**config.mk**
```make
export PLATFORM = sky130hd
export DESIGN_NAME = pfe_front
export DESIGN_NICKNAME = d
export VERILOG_FILES = /design/src/rtl/pfe_pkg.sv /design/src/rtl/pfe_front.sv
export SDC_FILE = /design/constraint.sdc
export NUM_CORES = 1
export LEC_CHECK = 0
export BUFFER_PORTS_ARGS = -buffer_cell sky130_fd_sc_hd__buf_2
export CORE_MARGIN = 1
export CORE_UTILIZATION = 35
export DETAILED_ROUTE_END_ITERATION = 8
export PLACE_DENSITY = 0.56
export SYNTH_ARGS = -nofsm -noshare
export SYNTH_HDL_FRONTEND = slang
export SYNTH_SLANG_ARGS = --single-unit
```
**constraint.sdc**
```tcl
create_clock -name clk -period 13.3 [get_ports clk]
set_clock_uncertainty 0.1 [all_clocks]
set_input_delay 0.665 -clock clk [delete_from_list [all_inputs] [get_ports clk]]
set_output_delay 0.665 -clock clk [all_outputs]
set_load 0.01 [all_outputs]
```
**src/rtl/pfe_pkg.sv**
```systemverilog
`default_nettype none

package pfe_pkg;

    // Stack geometry.
    localparam int STACK_DEPTH = 16;
    localparam int ADDR_W      = $clog2(STACK_DEPTH);
    localparam int CNT_W       = $clog2(STACK_DEPTH + 1);

    // Item field widths.
    localparam int CMD_W   = 4;
    localparam int VAL_W   = 64;
    localparam int SEL_W   = 4;
    localparam int LEVEL_W = 5;
    localparam int IN_W    = 72;
    localparam int OUT_W   = 72;

    // Frame and protocol codes.
    localparam logic [15:0] TYPE_IPV4  = 16'h0800;
    localparam logic [15:0] TYPE_ARP   = 16'h0806;
    localparam logic [7:0]  PROTO_ICMP = 8'd1;
    localparam logic [7:0]  PROTO_TCP  = 8'd6;
    localparam logic [7:0]  PROTO_UDP  = 8'd17;

    // Token commands.
    typedef enum logic [CMD_W-1:0] {
        CMD_CLEAR = 4'd0,
        CMD_LOAD  = 4'd1,
        CMD_LIT   = 4'd2,
        CMD_FIELD = 4'd3,
        CMD_EQ    = 4'd4,
        CMD_AND   = 4'd5,
        CMD_OR    = 4'd6,
        CMD_NOT   = 4'd7,
        CMD_ADD   = 4'd8,
        CMD_SUB   = 4'd9,
        CMD_MUL   = 4'd10,
        CMD_DIV   = 4'd11,
        CMD_MOD   = 4'd12
    } cmd_t;

    // Header register selectors.
    typedef enum logic [SEL_W-1:0] {
        HDR_MAC_DST  = 4'd0,
        HDR_MAC_SRC  = 4'd1,
        HDR_TYPE     = 4'd2,
        HDR_PROTO    = 4'd3,
        HDR_IP_SRC   = 4'd4,
        HDR_IP_DST   = 4'd5,
        HDR_PORT_SRC = 4'd6,
        HDR_PORT_DST = 4'd7,
        HDR_ICMP     = 4'd8
    } hdr_sel_t;

    // Derived field selectors.
    typedef enum logic [SEL_W-1:0] {
        FLD_IP        = 4'd0,
        FLD_UDP       = 4'd1,
        FLD_TCP       = 4'd2,
        FLD_ICMP      = 4'd3,
        FLD_ARP       = 4'd4,
        FLD_ETHER_TO  = 4'd5,
        FLD_ETHER_FR  = 4'd6,
        FLD_ETHERTYPE = 4'd7,
        FLD_IP_TO     = 4'd8,
        FLD_IP_FROM   = 4'd9,
        FLD_IP_PROTO  = 4'd10,
        FLD_UDP_TO    = 4'd11,
        FLD_UDP_FROM  = 4'd12,
        FLD_TCP_TO    = 4'd13,
        FLD_TCP_FROM  = 4'd14,
        FLD_ICMP_TYPE = 4'd15
    } fld_sel_t;

    // Class of a token, set by the front end.
    typedef enum logic [2:0] {
        KIND_NOP,
        KIND_CLEAR,
        KIND_LOAD,
        KIND_PUSH,
        KIND_UNARY,
        KIND_BINARY,
        KIND_MULDIV
    } kind_t;

    // Back-end sequencer states.
    typedef enum logic [1:0] {
        ST_IDLE,
        ST_EXEC,
        ST_MULDIV,
        ST_COMMIT
    } state_t;

    // One classified token in the queue.
    typedef struct packed {
        logic [CMD_W-1:0] cmd;
        kind_t            kind;
        logic [VAL_W-1:0] literal;
        logic [SEL_W-1:0] field_select;
    } token_t;

    // Request to the multiply and divide unit.
    typedef struct packed {
        logic start;
        logic is_div;
        logic want_rem;
    } md_req_t;

endpackage

`default_nettype wire

```
**src/rtl/pfe_front.sv**
```systemverilog
`default_nettype none

module pfe_front (
    input  wire logic                     clk,
    input  wire logic                     rst_n,
    input  wire logic                     s_tvalid,
    output logic                          s_tready,
    input  wire logic [pfe_pkg::IN_W-1:0] s_tdata,
    output logic                          q_valid,
    input  wire logic                     q_pop,
    output pfe_pkg::token_t               q_token
);

    pfe_pkg::token_t fifo_reg [2];
    logic            wr_ptr_reg, wr_ptr_next;
    logic            rd_ptr_reg, rd_ptr_next;
    logic [1:0]      fill_reg, fill_next;
    logic            push;
    pfe_pkg::token_t token_in;

    // Unpack the item and classify its command.
    always_comb
    begin
        token_in.cmd          = s_tdata[3:0];
        token_in.literal      = s_tdata[67:4];
        token_in.field_select = s_tdata[71:68];
        unique case (s_tdata[3:0])
            pfe_pkg::CMD_CLEAR: token_in.kind = pfe_pkg::KIND_CLEAR;
            pfe_pkg::CMD_LOAD:  token_in.kind = pfe_pkg::KIND_LOAD;
            pfe_pkg::CMD_LIT,
            pfe_pkg::CMD_FIELD: token_in.kind = pfe_pkg::KIND_PUSH;
            pfe_pkg::CMD_NOT:   token_in.kind = pfe_pkg::KIND_UNARY;
            pfe_pkg::CMD_EQ,
            pfe_pkg::CMD_AND,
            pfe_pkg::CMD_OR,
            pfe_pkg::CMD_ADD,
            pfe_pkg::CMD_SUB:   token_in.kind = pfe_pkg::KIND_BINARY;
            pfe_pkg::CMD_MUL,
            pfe_pkg::CMD_DIV,
            pfe_pkg::CMD_MOD:   token_in.kind = pfe_pkg::KIND_MULDIV;
            default:            token_in.kind = pfe_pkg::KIND_NOP;
        endcase
    end

    // Two-entry queue toward the back end.
    assign s_tready = (fill_reg != 2'd2);
    assign push     = s_tvalid && s_tready;
    assign q_valid  = (fill_reg != 2'd0);
    assign q_token  = fifo_reg[rd_ptr_reg];

    always_comb
    begin
        wr_ptr_next = push  ? ~wr_ptr_reg : wr_ptr_reg;
        rd_ptr_next = q_pop ? ~rd_ptr_reg : rd_ptr_reg;
        fill_next   = fill_reg + {1'b0, push} - {1'b0, q_pop};
    end

    always_ff @(posedge clk or negedge rst_n)
    begin
        if (!rst_n)
        begin
            wr_ptr_reg <= 1'b0;
            rd_ptr_reg <= 1'b0;
            fill_reg   <= 2'd0;
        end
        else
        begin
            wr_ptr_reg <= wr_ptr_next;
            rd_ptr_reg <= rd_ptr_next;
            fill_reg   <= fill_next;
        end
    end

    always_ff @(posedge clk)
    begin
        if (push)
        begin
            fifo_reg[wr_ptr_reg] <= token_in;
        end
    end

endmodule

`default_nettype wire

```
# After elaboration in Yosys (flattened, before gate mapping)
# Memories as Yosys holds them, arrays and structs flattened.
# Cells that the tools add are included.
word_totals:
  reg_bits: 4
  elab_cells: 14
  output_inout_bits: 77
  romBits: 48
  latchBits: 0
  n_memories: 2
  ramBits: 150
op_classes:
  shift: 0
  n_eq_ne: 1
  multipliers: 0
  addsub: 2
  mux: 2
  bitwise_logic: 2
  reduce_logical: 2
  div_mod_pow: 0
  n_lt_le_gt_ge: 0
memory_table:
  columns: ["name", "words", "width", "rd", "rd_clocked_by_memory_dff", "wr", "line_no", "text"]
  rows:
  - ["fifo_reg", 2, 75, 1, 0, 1, "pfe_front.sv:14", "pfe_pkg::token_t fifo_reg [2];"]
  - ["(no name shown)", 16, 3, 1, 0, 0, "pfe_front.sv:27", "unique case (s_tdata[3:0])"]
ops:
  columns: ["op", "n"]
  rows:
  - ["$add A2 B1 Y2", 1]
  - ["$mux W1", 2]
  - ["$ne A2 B2 Y1 const B", 1]
  - ["$not A1 Y1", 2]
  - ["$reduce_bool A2 Y1", 1]
  - ["$sub A2 B1 Y2", 1]
  - ["$logic_and A1 B1 Y1", 1]

# Logic depth before layout (Yosys ltp)
# Gate-level depths: netlist (run 1).
logic_depth:
  depth_word: 4
  ltp_mapped: 5
  depth_no_buf: 5

# Worst setup path after synthesis (run 1)
# Ideal clock, no wire load.
synth_timing:
  kind: "in2reg"
  from: "in s_tvalid"
  to: "mem fifo_reg[0][0] (netlist bit) (enable)"
  n_path_buf: 0
  required_time_ps: 12691
  t_arrival_ps: 3903
  setup_slack_ps: 8788
  stages: 2
  cell_sequence: "nand2_1 -> nor2_1"
synth_between:
  elab_chain_len: 3
synth_rtl:
  columns: ["item", "line_no", "text"]
  rows:
  - ["start: declaration", "pfe_front.sv:6", "input wire logic s_tvalid,"]
  - ["$logic_and A1 B1 Y1", "pfe_front.sv:47", "assign push = s_tvalid && s_tready;"]
  - ["$mux W1", "pfe_front.sv:76", "if (push)"]
  - ["$mux W1 (not written as such)", "pfe_front.sv:78", "fifo_reg[wr_ptr_reg] <= token_in;"]
  - ["end: declaration", "pfe_front.sv:14", null]
# No other way between the ends.

==> results of run 1 <==
==> worst register-to-register path: stages, from the launching register on <==
cell and delay, ns:
dfrtp_1 0.38, nand2b_1 0.18, nand2_1 0.16, nor2_4 0.28, buf_4 0.80
==> stage by stage <==
step	std cells	instance area (µm²)	hold WS (ns)
detailed placement	622	6819	0.3849
global route	654	7388	0.3157
CTS	654	7388	0.3189
finish	654	7388	0.3399
global placement	622	6819	0.3814
floorplan	260	5824	0.2694
==> per-layer routing <==
layer	vias to the layer above	GRT usage (%)	routed length, µm
li1	1364	-	-
met1	1396	13.80	4292
met2	100	21.32	5189
met3	11	4.438	743
met4	0	6.558	174
met5	-	0	0
==> placed cells by master, fill, tap and decap left out, drive strengths merged <==
| master | n |
|---|---|
| a21bo | 1 |
| o21a | 1 |
| o32ai | 1 |
| dfrtp | 4 |
| and3 | 1 |
| dlygate4sd3 | 1 |
| a221oi | 1 |
| nand2 | 4 |
| clkinvlp | 6 |
| mux2 | 75 |
| o211ai | 1 |
| nor3b | 1 |
| nand2b | 1 |
| ha | 1 |
| inv | 1 |
| a21oi | 2 |
| buf | 154 |
| or2 | 1 |
| edfxtp | 150 |
| xor2 | 1 |
| xnor2 | 3 |
| nor2 | 1 |
| bufinv | 2 |
| clkbuf | 18 |
| clkinv | 5 |
| nor4b | 1 |
==> area by class of cell <==
cell class | instances | area share (%)
clock inverter | 13 | 1.761
sequential | 154 | 62.37
multi-input combinational | 97 | 15.72
tap | 216 | 3.658
inverter | 1 | 0.05080
timing repair buffer | 155 | 10.64
clock buffer | 18 | 5.809
==> power breakdown <==
group | internal [mW] | switching, mW
logic | 0.231 | 0.227
registers | 0.667 | 0.0519
clock network | 0.272 | 0.179
==> final timing paths <==
check	from	endpoint	cells past startpoint
max	rd_ptr_reg$_DFFE_PN0P_	q_token[13]	3
min	s_tdata[47]	fifo_reg[1][47]$_DFFE_PP_	1
max reg2reg	fill_reg[0]$_DFF_PN0_	fifo_reg[0][35]$_DFFE_PP_	4
min reg2reg	wr_ptr_reg$_DFFE_PN0P_	wr_ptr_reg$_DFFE_PN0P_	1
max in group asynchronous	rst_n	rd_ptr_reg$_DFFE_PN0P_	2
min in group asynchronous	rst_n	fill_reg[0]$_DFF_PN0_	2
==> cell families (layout without fill, tap and decap cells) <==
group | count (synthesis) | in the layout | share of synthesized area [%]
flip-flops | 154 | 154 | 79.05
multiplexers | 75 | 75 | 17.08
AND/OR/NAND/NOR | 10 | 10 | 0.9239
buffers and inverters | 9 | 187 | 1.224
AO/OA/AOI/OAI | 7 | 7 | 0.9024
XOR/XNOR | 4 | 4 | 0.6016
adder cells (fa/ha/maj) | 1 | 1 | 0.2148
==> flow_metrics.tcl, run 1 <==
set metrics [dict create \
    top_flip_flop_cell_by_instance_count_after_synthesis "edfxtp_1" \
    synth_nets 337 \
    powerDensity_mw_per_mm2 220.4 \
    postCtsResizedCells 0 \
    cts.sink_count 154 \
    critical_path.max_stage_delay_ns 0.80 \
    antenna_found_initial 0 \
    syn2layout_area_growth_pct 26.85 \
    detail_route.wl_per_cell_um 15.90 \
    final_net_count 503 \
    clock_path_buffers 2 \
    postLayoutCoreUtil_pct 46.01 \
    ys_warn_count 0 \
    cpMaxStageDelayCell "dfrtp_4" \
    dp_hpwl_mm 6.532 \
    multi_input_area_mm2 0.001161 \
    worst-endpoint-arrival_ns 2.44 \
    worst-endpoint-required_ns 12.53 \
    avgViaCountPerCell 4.390 \
    slew_headroom_pct 26.58 \
    die_height_um 131 \
    number_of_flip_flops_in_the_largest_register 150 \
    core-area_mm2 0.01606 \
    drt-initial-drc-count 143 \
    post_synth_instance_area_mm2 0.005824 \
    power_mw 1.629 \
    rows 46 \
    cp-start-kind "flip-flop" \
    num-fill-cells 1407 \
    biggest_area_contributors_in_the_synthesized_netlist "edfxtp_1 (77%), mux2_4 (10%), mux2_2 (6.8%)" \
    htreeDepth 4 \
    layout_min_cycle_time_ns 3.209 \
    clk-insertion-delay-late_ns 0.41 \
    fmaxAchievable_ghz 0.3116 \
    grt_pass1_vias 3046 \
    cellLeakagePower_nw 2.831 \
    vias 2871 \
    remaining_drc_errors 0 \
    outcome "finished clean" \
    fp.dieW_um 131 \
    area_fraction_of_the_dominant_cell_type_after_synthesis_pct 77.34 \
    cts_hold_buf 1 \
    setup_slack_ns 10.09 \
    report.final.slew_viol_count 0 \
    place.port_buffers 152 \
    number_of_synthesized_register_bits 154 \
    pin_count 153 \
    rsz_0062_raised_after_global_routing "false" \
    cts_setup_buffers 0 \
    clkTransAtPathRegs_ns 0.06 \
    final-setup-viol-count 0 \
    critPathBufInv 2 \
    dr.pass1.iters 4 \
    cts_inserted_buffers 17 \
    max-vdd-ir-drop_mv 0.09564 \
    worst_path_dominant_cell_family "flip-flops" \
    synthArstFlopShare_pct 2.597 \
    synth_top_cell_by_area "edfxtp_1" \
    synth-edff-count 150 \
    place_worst_setup_slack_ns 10.45 \
    grt_max_degree 76 \
    least_margin_pin_slew_ns 1.101 \
    grt_first_pass_wirelength_mm 15.35 \
    global_route.usage.total_pct 12.53 \
    yosysMostFrequentCell "edfxtp_1" \
    critical_path.cell_chain "buf_4, mux2_2, buf_2" \
    postRouteWirelength_mm 10.40 \
    post_route_cells_drive_above_1_share_pct 59.59 \
    route.antenna.remaining_nets 0 \
    post_synth_most_frequent_cells "edfxtp_1 (150), mux2_4 (40), mux2_2 (35)" \
    worstSetupEndpointType "output port" \
    critical_path_peak_fanout 43 \
    synth.lib_cells_used.distinct 24 \
    root_buffer "clkbuf_16" \
    antennaDiodeCount 0 \
    min-delay-path-class "input port to flip-flop" \
    seq_area_mm2 0.004608 \
    gp_congestion 0.7129 \
    synth.yosys.seq_area_share_pct 79.05 \
    cts_tree "built" \
    fin_crit_sh_pct 24.13 \
    worstSetupPathType "flip-flop to output port" \
    gr-total-overflow 0 \
    starting_density_of_the_core_pct 36.27 \
    fin_setup_tns_ns 0 \
    die_area_mm2 0.01716 \
    syn_area_per_cell_um2 22.40 \
    max_cap_violations 0 \
    synthesis.instances 260 \
    hold_violations 0 \
    reg2reg_slack_ns 10.99 \
]
(Power assumes the default switching activity.)
==> run 2: changes to the inputs <==
Settings changed: ABC_AREA from default to 1.
Clock period 13.3 ns to 3.1 ns, I/O delays scaled along.
==> run 2 against run 1 <==
Compared with the run above: critical endpoint is now q_token[74]; first-iteration DRC count decreased by 5.6%; register-to-register slack got worse by 9.8 ns; synthesized cell count up 6.9%; sequential cell count did not move; total power grew to 4.6 times the previous value; highest routed layer unchanged; clock power grew to 5.2 times the previous value; setup slack lost 9.4 ns; die area grew 0.31%.
==> flow_metrics.tcl, run 2 <==
set metrics [dict create \
    postCtsResizedCells 0 \
    worstSetupPathType "flip-flop to output port" \
    cts_inserted_buffers 17 \
    report.final.slew_viol_count 0 \
    antennaDiodeCount 0 \
    grt_max_degree 49 \
    critical_path_peak_fanout 45 \
    synth_nets 355 \
    place_worst_setup_slack_ns 1.048 \
    global_route.usage.total_pct 13.39 \
    relative_contribution_of_combinational_cells_to_total_power_pct 27.6 \
    least_margin_pin_slew_ns 0.7357 \
    root_buffer "clkbuf_16" \
    clk-insertion-delay-late_ns 0.41 \
    layout_min_cycle_time_ns 2.457 \
    place.port_buffers 152 \
    detail_route.wl_per_cell_um 14.65 \
    clkTransAtPathRegs_ns 0.06 \
    vias 3264 \
    die_height_um 131.2 \
    syn_area_per_cell_um2 21.02 \
    cts.sink_count 154 \
    post_route_cells_drive_above_1_share_pct 49.81 \
    pin_count 153 \
    final-setup-viol-count 0 \
    internal_power_mw 5.502 \
    top_flip_flop_cell_by_instance_count_after_synthesis "edfxtp_1" \
    rows 46 \
    rsz_0062_raised_after_global_routing "false" \
    dr.pass1.iters 4 \
    grt_pass1_vias 3426 \
    max-vdd-ir-drop_mv 0.6162 \
    antenna_found_initial 0 \
    post_synth_most_frequent_cells "edfxtp_1 (150), mux2_4 (40), mux2_2 (35), nand2_1 (20), inv_1 (8)" \
    drt-initial-drc-count 135 \
    worst-endpoint-required_ns 2.84 \
    yosysMostFrequentCell "edfxtp_1" \
    clock_path_buffers 2 \
    clock_power_share_pct 31.2 \
    remaining_drc_errors 0 \
    synth.lib_cells_used.distinct 16 \
    starting_density_of_the_core_pct 36.26 \
    mostFrequentLayoutCell "buf_2" \
    synth-edff-count 150 \
    htreeDepth 4 \
    grt_first_pass_wirelength_mm 17.20 \
    slew_headroom_pct 50.95 \
    power_mw 7.522 \
    synth_top_cell_by_area "edfxtp_1" \
    final_net_count 600 \
    hold_violations 0 \
    ys_warn_count 0 \
    power.share.switching_pct 26.85 \
    most-common-layout-cells "buf_2 (152), edfxtp_1 (150), dlygate4sd3_1 (76)" \
    avgViaCountPerCell 4.352 \
    powerDensity_mw_per_mm2 904.2 \
    synthArstFlopShare_pct 2.597 \
    number_of_synthesized_register_bits 154 \
    cp-start-kind "flip-flop" \
    synth.yosys.seq_area_share_pct 78.80 \
    gr-total-overflow 0 \
    fmaxAchievable_ghz 0.4071 \
    area_fraction_of_the_dominant_cell_type_after_synthesis_pct 77.09 \
    switching_power_mw 2.020 \
    synthesis.instances 278 \
    max_cap_violations 0 \
    outcome "finished clean" \
    core-area_mm2 0.01612 \
    worstSetupEndpointType "output port" \
    postRouteWirelength_mm 10.98 \
    dp_hpwl_mm 6.850 \
    fin_setup_tns_ns 0 \
    postLayoutCoreUtil_pct 51.62 \
    worst-endpoint-arrival_ns 2.20 \
    gp_congestion 0.7057 \
    number_of_flip_flops_in_the_largest_register 150 \
    cellLeakagePower_nw 3.316 \
    fin_crit_sh_pct 79.25 \
    biggest_area_contributors_in_the_synthesized_netlist "edfxtp_1 (77%), mux2_4 (10%), mux2_2 (6.7%)" \
    die_area_mm2 0.01721 \
    cts_tree "built" \
    route.antenna.remaining_nets 0 \
    seq_power_share_pct 41.1 \
    syn2layout_area_growth_pct 42.38 \
    min-delay-path-class "input port to flip-flop" \
    setup_slack_ns 0.6433 \
    post_synth_instance_area_mm2 0.005843 \
    fp.dieW_um 131.2 \
]
[run 2: cell types whose count changed after synthesis, moves of 2 or more]
cell,previous run,this run
nand2_1,4,20
nand3_1,0,2
xnor2_1,3,0
nor2_1,1,6
inv_1,1,8
[run 2: kinds of logic (layout without fill, tap and decap cells)]
family	count (synthesis)	in the layout	share of synthesized area (%)
mux	75	75	17.02
fa+ha+maj	1	1	0.2141
buf+inv	16	272	1.670
compound gates	2	2	0.1711
flops	154	154	78.80
simple gates	29	29	1.970
xor+xnor	1	1	0.1499
[run 2: worst max-delay path: stages (launching register included)]
cell and delay, ns:
dfrtp_4 0.91, buf_4 0.36, mux2_2 0.36, buf_2 0.14
[run 2: power groups by stage]
stage               clock network (mW)  logic [mW]  registers [mW]
global route                      2.49        2.25            3.15
finish                            2.35        2.08            3.09
CTS                               2.40        2.12            3.11
detailed placement                   0        2.04            3.15
global placement                     0        2.02            3.13
floorplan                            0        1.46            2.99
[run 2: final cells by class]
type | count | area, µm²
clock inverters | 13 | 250.2
clock buffers | 17 | 425.4
repair buffers | 234 | 1579
multi-input cells | 108 | 1156
well taps | 216 | 270.3
flip-flops and latches | 154 | 4608
inverters | 8 | 30.03
fillers | 1345 | 7796
[run 2: worst paths after layout]
kind	slack (ns)	depth (start not counted)	end	from
setup / recovery	0.64	3	q_token[74]	rd_ptr_reg$_DFFE_PN0P_
hold / removal	0.36	2	fifo_reg[1][64]$_DFFE_PP_	s_tdata[64]
setup reg to reg	1.17	4	fifo_reg[0][34]$_DFFE_PP_	fill_reg[1]$_DFF_PN0_
hold reg to reg	0.41	1	fill_reg[0]$_DFF_PN0_	fill_reg[0]$_DFF_PN0_
max in group asynchronous	2.13	3	rd_ptr_reg$_DFFE_PN0P_	rst_n
min in group asynchronous	0.56	3	fill_reg[1]$_DFF_PN0_	rst_n
[run 2: stage by stage]
| stage | cells | hold slack (ns) | area, µm² |
|---|---|---|---|
| floorplan | 278 | -0.2406 | 5848 |
| global placement | 644 | -0.1366 | 6883 |
| detailed placement | 644 | -0.1290 | 6883 |
| CTS | 750 | 0.3360 | 8319 |
| global route | 750 | 0.3451 | 8319 |
| finish | 750 | 0.3597 | 8319 |
[run 2: per-layer routing]
layer  share of wire, %  global-route usage (%)  up-vias
li1                   -                       -     1561
met1                 44                   15.82     1585
met2                 49                   21.87      108
met3                5.7                   5.131       10
met4                1.2                   5.425        0
met5                  0                       0        -
[run 2: timing repair]
item                                   CTS  global route
setup buffers                            0             0
hold buffers                            76             0
endpoints found under the hold margin  151             0
